**src/sv/tgarle_pkg.sv**
```systemverilog
package tgarle_pkg;

	// register indexes on the config port
	typedef enum logic [1:0] {
		REG_WIDTH    = 2'd0,
		REG_HEIGHT   = 2'd1,
		REG_TOP_DOWN = 2'd2,
		REG_NONE     = 2'd3
	} cfg_reg_t;

	// position of the next color byte within a pixel
	typedef enum logic [1:0] {
		BYTE_BLUE  = 2'd0,
		BYTE_GREEN = 2'd1,
		BYTE_RED   = 2'd2,
		BYTE_SPARE = 2'd3
	} pix_byte_t;

	localparam int unsigned DIM_W  = 16;
	localparam int unsigned LEN_W  = 8;
	localparam int unsigned AREA_W = 2 * DIM_W;

	localparam int unsigned HDR_RUN_BIT = 7;
	localparam logic [6:0]  HDR_COUNT_MASK = 7'h7F;

	// one emitted result as seen by the position tracker
	typedef struct packed {
		logic             valid;
		logic [LEN_W-1:0] len;
	} adv_t;

	// current raster position handed back to the parser
	typedef struct packed {
		logic [DIM_W-1:0]  col;
		logic [DIM_W-1:0]  row;
		logic [AREA_W-1:0] left;
	} pos_t;

endpackage

```
**src/sv/tgarle_pos_track.sv**
```systemverilog
module tgarle_pos_track import tgarle_pkg::*; (
	input  logic             clk,
	input  logic             arst_n,
	input  logic [DIM_W-1:0] w_eff,
	input  logic [DIM_W-1:0] h_eff,
	input  logic             restart,
	input  adv_t             adv,
	output pos_t             pos
);

	localparam int unsigned REM_W = DIM_W + 1;
	localparam int unsigned DIV_W = DIM_W + 9;

	logic [AREA_W-1:0] total_q;
	logic [AREA_W-1:0] pix_q;
	logic [DIM_W-1:0]  col_q;
	logic [DIM_W-1:0]  row_q;
	logic [REM_W-1:0]  rem_q;
	logic [1:0]        grp_q;
	logic              busy_q;

	logic [REM_W-1:0]  rem_d;
	logic [DIM_W-1:0]  row_d;
	logic [DIM_W-1:0]  col_inc;

	// three restoring-division steps per cycle, quotient bits 8..0
	always_comb begin
		logic [DIV_W-1:0] rem_w;
		logic [DIV_W-1:0] dvs;
		logic [3:0]       k;
		rem_w = DIV_W'(rem_q);
		row_d = row_q;
		for (int i = 0; i < 3; i++) begin
			k = 4'(grp_q) * 4'd3 + 4'd2 - 4'(i);
			dvs = DIV_W'(w_eff) << k;
			if (rem_w >= dvs) begin
				rem_w = rem_w - dvs;
				row_d = row_d + (DIM_W'(1) << k);
			end
		end
		rem_d = rem_w[REM_W-1:0];
	end

	assign col_inc = col_q + DIM_W'(1);

	always_ff @(posedge clk or negedge arst_n) begin
		if (!arst_n) begin
			total_q <= AREA_W'(1);
			pix_q   <= '0;
			col_q   <= '0;
			row_q   <= '0;
			rem_q   <= '0;
			grp_q   <= '0;
			busy_q  <= 1'b0;
		end else begin
			total_q <= AREA_W'(w_eff) * AREA_W'(h_eff);
			if (restart) begin
				pix_q  <= '0;
				col_q  <= '0;
				row_q  <= '0;
				busy_q <= 1'b0;
			end else if (adv.valid) begin
				pix_q <= pix_q + AREA_W'(adv.len);
				if (adv.len == LEN_W'(1)) begin
					if (col_inc == w_eff) begin
						col_q <= '0;
						row_q <= row_q + DIM_W'(1);
					end else begin
						col_q <= col_inc;
					end
				end else begin
					rem_q  <= REM_W'(col_q) + REM_W'(adv.len);
					grp_q  <= 2'd2;
					busy_q <= 1'b1;
				end
			end else if (busy_q) begin
				rem_q <= rem_d;
				row_q <= row_d;
				grp_q <= grp_q - 2'd1;
				if (grp_q == 2'd0) begin
					busy_q <= 1'b0;
					col_q  <= rem_d[DIM_W-1:0];
				end
			end
		end
	end

	assign pos.col  = col_q;
	assign pos.row  = row_q;
	assign pos.left = total_q - pix_q;

endmodule

```
**src/sv/tga_rle_pixel_decoder_top.sv**
```systemverilog
// A word is registered at acceptance and its result, if any, is loaded into the
// output register when the held word moves on.
// One byte per cycle while the output is not stalled on an untaken result; the
// run-advance divider finishes inside the 4 bytes between a run and the next result.
// Reset (arst_n low): width and height 1, bottom-up, parser awaits a header.
module tga_rle_pixel_decoder_top import tgarle_pkg::*; (
	input  logic             clk,
	input  logic             arst_n,
	// compressed byte stream
	input  logic             in_valid,
	output logic             in_stall,
	input  logic [7:0]       data_byte,
	// decoded runs
	output logic             out_valid,
	input  logic             out_stall,
	output logic [7:0]       red,
	output logic [7:0]       green,
	output logic [7:0]       blue,
	output logic [DIM_W-1:0] start_x,
	output logic [DIM_W-1:0] start_y,
	output logic [LEN_W-1:0] run_length,
	output logic             frame_done,
	output logic             overrun,
	// configuration
	input  logic             cfg_we,
	input  logic [1:0]       cfg_index,
	input  logic [DIM_W-1:0] cfg_data
);

	// config registers
	logic [DIM_W-1:0] width_q;
	logic [DIM_W-1:0] height_q;
	logic             top_down_q;
	logic [DIM_W-1:0] w_eff;
	logic [DIM_W-1:0] h_eff;
	logic             cfg_hit;

	// input stage
	logic             valid_s1;
	logic [7:0]       byte_s1;

	// packet parser
	logic             expect_hdr_q;
	logic             is_run_q;
	logic [LEN_W-1:0] pkt_left_q;
	pix_byte_t        byte_idx_q;
	logic [7:0]       blue_q;
	logic [7:0]       green_q;

	// result register
	logic             out_valid_q;
	logic [7:0]       red_q;
	logic [7:0]       green_out_q;
	logic [7:0]       blue_out_q;
	logic [DIM_W-1:0] start_x_q;
	logic [DIM_W-1:0] start_y_q;
	logic [LEN_W-1:0] run_length_q;
	logic             frame_done_q;
	logic             overrun_q;

	logic             accept;
	logic             emits;
	logic             out_busy;
	logic             adv_s1;
	logic             fire;
	logic [LEN_W-1:0] want;
	logic [LEN_W-1:0] pkt_rest;
	logic             more;
	logic             clamp;
	logic [LEN_W-1:0] len;
	logic             done;
	logic [DIM_W-1:0] row_out;
	adv_t             adv;
	pos_t             pos;

	assign w_eff   = (width_q == '0) ? DIM_W'(1) : width_q;
	assign h_eff   = (height_q == '0) ? DIM_W'(1) : height_q;
	// any write to a real register restarts frame and parser
	assign cfg_hit = cfg_we && (cfg_index != REG_NONE);

	always_ff @(posedge clk or negedge arst_n) begin
		if (!arst_n) begin
			width_q    <= DIM_W'(1);
			height_q   <= DIM_W'(1);
			top_down_q <= 1'b0;
		end else if (cfg_we) begin
			case (cfg_index)
				REG_WIDTH:    width_q    <= cfg_data;
				REG_HEIGHT:   height_q   <= cfg_data;
				REG_TOP_DOWN: top_down_q <= cfg_data[0];
				default:      ;
			endcase
		end
	end

	// Handshake: the held word moves on unless it makes a result while the
	// output register still holds an untaken one.
	assign emits    = !expect_hdr_q && (byte_idx_q == BYTE_RED);
	assign out_busy = out_valid_q && out_stall;
	assign adv_s1   = valid_s1 && !(emits && out_busy);
	assign in_stall = valid_s1 && !adv_s1;
	assign accept   = in_valid && !in_stall;
	assign fire     = adv_s1 && emits;

	always_ff @(posedge clk or negedge arst_n) begin
		if (!arst_n) begin
			valid_s1 <= 1'b0;
		end else if (accept) begin
			valid_s1 <= 1'b1;
		end else if (adv_s1) begin
			valid_s1 <= 1'b0;
		end
	end

	always_ff @(posedge clk) begin
		if (accept) begin
			byte_s1 <= data_byte;
		end
	end

	// Pixel count requested by this result; a raw packet still owing pixels
	// after this one flags an overrun if the frame ends here.
	assign pkt_rest = (pkt_left_q != '0) ? pkt_left_q - LEN_W'(1) : '0;
	always_comb begin
		if (is_run_q) begin
			want = (pkt_left_q != '0) ? pkt_left_q : LEN_W'(1);
			more = 1'b0;
		end else begin
			want = LEN_W'(1);
			more = (pkt_rest != '0);
		end
	end

	// clamp against the pixels left in the frame (always at least one)
	assign clamp   = AREA_W'(want) > pos.left;
	assign len     = clamp ? pos.left[LEN_W-1:0] : want;
	assign done    = (AREA_W'(len) == pos.left);
	assign row_out = top_down_q ? pos.row : (h_eff - DIM_W'(1) - pos.row);

	assign adv.valid = fire && !done;
	assign adv.len   = len;

	always_ff @(posedge clk or negedge arst_n) begin
		if (!arst_n) begin
			expect_hdr_q <= 1'b1;
			is_run_q     <= 1'b0;
			pkt_left_q   <= '0;
			byte_idx_q   <= BYTE_BLUE;
			blue_q       <= '0;
			green_q      <= '0;
		end else if (cfg_hit) begin
			expect_hdr_q <= 1'b1;
			is_run_q     <= 1'b0;
			pkt_left_q   <= '0;
			byte_idx_q   <= BYTE_BLUE;
		end else if (adv_s1) begin
			if (expect_hdr_q) begin
				expect_hdr_q <= 1'b0;
				is_run_q     <= byte_s1[HDR_RUN_BIT];
				pkt_left_q   <= LEN_W'(byte_s1[6:0] & HDR_COUNT_MASK) + LEN_W'(1);
				byte_idx_q   <= BYTE_BLUE;
			end else begin
				case (byte_idx_q)
					BYTE_BLUE: begin
						blue_q     <= byte_s1;
						byte_idx_q <= BYTE_GREEN;
					end
					BYTE_GREEN: begin
						green_q    <= byte_s1;
						byte_idx_q <= BYTE_RED;
					end
					default: begin
						byte_idx_q <= BYTE_BLUE;
						if (done) begin
							// frame end: drop the rest of the packet
							expect_hdr_q <= 1'b1;
							is_run_q     <= 1'b0;
							pkt_left_q   <= '0;
						end else if (is_run_q) begin
							expect_hdr_q <= 1'b1;
							pkt_left_q   <= '0;
						end else begin
							pkt_left_q <= pkt_rest;
							if (pkt_rest == '0) begin
								expect_hdr_q <= 1'b1;
							end
						end
					end
				endcase
			end
		end
	end

	tgarle_pos_track u_pos (
		.clk     (clk),
		.arst_n  (arst_n),
		.w_eff   (w_eff),
		.h_eff   (h_eff),
		.restart (cfg_hit || (fire && done)),
		.adv     (adv),
		.pos     (pos)
	);

	// output register: loads when a result fires, clears when taken
	always_ff @(posedge clk or negedge arst_n) begin
		if (!arst_n) begin
			out_valid_q <= 1'b0;
		end else if (fire) begin
			out_valid_q <= 1'b1;
		end else if (!out_stall) begin
			out_valid_q <= 1'b0;
		end
	end

	always_ff @(posedge clk) begin
		if (fire) begin
			red_q        <= byte_s1;
			green_out_q  <= green_q;
			blue_out_q   <= blue_q;
			start_x_q    <= pos.col;
			start_y_q    <= row_out;
			run_length_q <= len;
			frame_done_q <= done;
			overrun_q    <= clamp || (done && more);
		end
	end

	assign out_valid  = out_valid_q;
	assign red        = red_q;
	assign green      = green_out_q;
	assign blue       = blue_out_q;
	assign start_x    = start_x_q;
	assign start_y    = start_y_q;
	assign run_length = run_length_q;
	assign frame_done = frame_done_q;
	assign overrun    = overrun_q;

endmodule

```
**config.mk**
```make
export PLATFORM = sky130hd
export DESIGN_NAME = tga_rle_pixel_decoder_top
export DESIGN_NICKNAME = d
export VERILOG_FILES = /design/src/sv/tgarle_pkg.sv /design/src/sv/tgarle_pos_track.sv /design/src/sv/tga_rle_pixel_decoder_top.sv
export SDC_FILE = /design/constraint.sdc
export NUM_CORES = 1
export LEC_CHECK = 0
export BUFFER_PORTS_ARGS = -buffer_cell sky130_fd_sc_hd__clkbuf_2
export CORE_UTILIZATION = 60
export CTS_CLUSTER_SIZE = 8
export DETAILED_ROUTE_END_ITERATION = 10
export PLACE_DENSITY = 0.86
export SLEW_MARGIN = 20
export SYNTH_ARGS = -nofsm -noshare
export SYNTH_HDL_FRONTEND = slang
export SYNTH_SLANG_ARGS = --single-unit
```
**constraint.sdc**
```tcl
create_clock -name clk -period 30.8 [get_ports clk]
set_clock_uncertainty 0.05 [all_clocks]
set_input_delay 4.62 -clock clk [delete_from_list [all_inputs] [get_ports clk]]
set_output_delay 4.62 -clock clk [all_outputs]
set_load 0.005 [all_outputs]
```
==> impl_metrics.tcl <==
set metrics [dict create \
    status "completed" \
    rows 83 \
    r2r_end "u_pos.rem_q[1]$_DFFE_PN0P_" \
    grt_use_total_pct 36.0 \
    synth_area_um2 31500 \
    critPathArrivalTime_ns 12.27 \
    startpoint "u_pos.grp_q[0]$_DFFE_PN0P_" \
    hp-class "reg2reg" \
    yosys-top-cells-area "dfrtp_1, fa_1, ha_1" \
    detail-route-antenna-nets 0 \
    antenna_found_initial 0 \
    tightest_slew_ns 1.14 \
    drc_errors 0 \
    clk_pin_slew_ns 0.07 \
    syn_to_final_growth_pct 6.79 \
    wl_per_cell_um 21.6 \
    synth_edf_count 74 \
    cp-end-kind "register" \
    cts_setup_buffers 0 \
    cp_slowest_cell "clkinv_1" \
    avgSynthCellArea_um2 8.43 \
    fin_crit_ns 11.85 \
    die_area_um2 53400 \
    synth_common_cells "nand2_1, inv_1, ha_1" \
    seq_area_frac_synth_pct 21.3 \
    synth-adder-area-share_pct 24.9 \
    ctsLongestPathBuffers 3 \
    cts_tree "done" \
    clock-sinks 253 \
    crit_cells 45 \
    grt_remaining_overflow 0 \
    critPathBufInv 4 \
    cts_max_level 2 \
    hold_violations 0 \
    gp_congestion 1.09 \
    wirelength_um 95900 \
    post_cts_resized 0 \
    grt_max_degree 107 \
    drtPass1Iterations 6 \
    fillers 4177 \
    fmax_mhz 84.4 \
    worst-r2r-setup-slack_ns 18.96 \
    clk_latency_ns 0.58 \
    syn_inst 3734 \
    core_area_um2 51500 \
    drv_cap 0 \
    via_per_inst 6.39 \
    ff2ff_path_depth 45 \
    die_y_um 231 \
    first_iter_violations 3635 \
    initial_core_util_pct 61.1 \
    synth.top_cell.area_share_pct 13.9 \
    nNetsFinal 4279 \
    synth_area_leader_cell "dfrtp_1" \
    io_buffers 98 \
    slowest_delay_ns 0.74 \
    cp_top_family "compound AO/OA/AOI/OAI gates" \
    synth_seq_cells 253 \
    tns_ns 0 \
    hpwl_um 72300 \
    num_vias 28426 \
    ys_warn_count 0 \
    yosysMostFrequentCell "nand2_1" \
    synth_mux_area_share_pct 6.50 \
    synthDistinctLibCells 94 \
    grt_pass1_vias 27278 \
    synth_top_family_by_area "adder cells" \
    ys.flop_type "dfrtp_1" \
    cp.required_ns 31.23 \
    crit_end "u_pos.rem_q[1]$_DFFE_PN0P_" \
    diodes 0 \
    finalCritPeriodShare_pct 38.5 \
    cts-root-buf "clkbuf_16" \
    async_flop_share_pct 70.8 \
    cts_buffers 38 \
    pin_count 99 \
    cts_hold_buf 0 \
    relSlewSlack_pct 23.7 \
    synth-xor-area-share_pct 6.43 \
    crit_type "reg2reg" \
    start_kind "register" \
    setup_viol 0 \
    yosys.area_share.simple_pct 18.1 \
    grt_pass1_wl_um 151000 \
    r2r-start "u_pos.grp_q[0]$_DFFE_PN0P_" \
    critical_path.max_fanout 61 \
    slew_viol_final 0 \
    synth_compound_area_share_pct 15.9 \
    die_x_um 231 \
    drive_above_1_share_pct 8.94 \
    grt_setup_unrepaired "no" \
]
==> area by class of cell <==
cell class	instances	area [µm²]	area share [%]
well taps	680	851	2.53
flip-flops and latches	253	6710	20.0
clock inverters	4	42.5	0.127
clock buffers	61	1080	3.21
repair buffers	146	860	2.56
multi-input cells	2931	22700	67.4
inverters	375	1410	4.19
==> state kept, by name, indices dropped and copies added, names as in the netlist, 2 cells and up <==
name and flops:
byte_s1 8, blue_q 8, u_pos.col_q 16, u_pos.total_q 32
run_length 8, red 8, u_pos.grp_q 2, start_y 16
blue 8, u_pos.pix_q 32, pkt_left_q 8, green_q 8
green 8, height_q 16, byte_idx_q 2, u_pos.row_q 16
start_x 16, u_pos.rem_q 17, width_q 16
==> routing by layer <==
metal	up-vias	routed length, µm	global-route usage, %
li1	12849	-	-
met1	13422	38300	49.4
met2	1830	41400	54.1
met3	325	12300	8.96
met4	0	3930	14.8
met5	-	0	0
==> kinds of logic after synthesis <==
logic type	after synthesis
compound gates	792
xor+xnor	231
fa+ha+maj	503
buf+inv	558
flops	253
mux	190
other cells	2
simple gates	1205
==> layout by cell type (no fill, tap or decap), types with 28 or more instances in the layout <==
master     Yosys  routed
buf_4          5      48
nor2_1       263     263
o21bai_1      29      29
mux2_2        92      92
inv_1        371     371
ha_1         299     299
nand4_1       41      41
nand3_1       85      84
fa_1         204     204
nor2b_1       28      28
a21o_1        57      56
o21ai_0      223     223
dfrtp_1      175     174
xor2_1        76      76
a21oi_1      216     216
mux2i_1       95      95
xnor2_1      155     155
clkbuf_16      0      39
nor3_1        79      79
edfxtp_1      74      74
clkbuf_2       0      97
and2_1       117     117
nand2_1      426     426
and3_1        40      40
==> stage by stage <==
stage	util [%]	cells	hold WS [ns]	worst slack (ns)	cell area, µm²
2_1_floorplan	-	3742	0.369	20.61	31500
3_3_place_gp	63.1	4385	0.371	19.50	32500
3_5_place_dp	63.1	4385	0.379	19.29	32500
4_1_cts	65.2	4450	0.392	19.22	33600
5_1_grt	65.2	4450	0.404	18.19	33600
6_report	65.2	4450	0.391	18.96	33600
==> worst min path at each step <==
stage | cells past startpoint | start | endpoint | slack (ns)
2_1_floorplan | 0 | blue_q[0]$_DFFE_PN0P_ | blue[0]$_DFFE_PP_ | 0.37
4_1_cts | 0 | green_q[3]$_DFFE_PN0P_ | green[3]$_DFFE_PP_ | 0.39
3_5_place_dp | 0 | green_q[3]$_DFFE_PN0P_ | green[3]$_DFFE_PP_ | 0.38
5_1_grt | 0 | green_q[3]$_DFFE_PN0P_ | green[3]$_DFFE_PP_ | 0.40
3_3_place_gp | 0 | blue_q[7]$_DFFE_PN0P_ | blue[7]$_DFFE_PP_ | 0.37
6_report | 0 | blue_q[7]$_DFFE_PN0P_ | blue[7]$_DFFE_PP_ | 0.39
==> worst reg2reg max path: cells and delay by family (launching register included) <==
kind | cells | cell delay, ns
AO/OA/AOI/OAI | 27 | 5.67
buffers and inverters | 4 | 2.20
adder cells (fa/ha/maj) | 5 | 1.84
AND/OR/NAND/NOR | 6 | 0.82
multiplexers | 2 | 0.68
flip-flops | 1 | 0.34
XOR/XNOR | 1 | 0.15
Power is left out: the tool's default activity adds up to more than one toggle a clock period on the data nets, which glitch-free logic cannot reach.
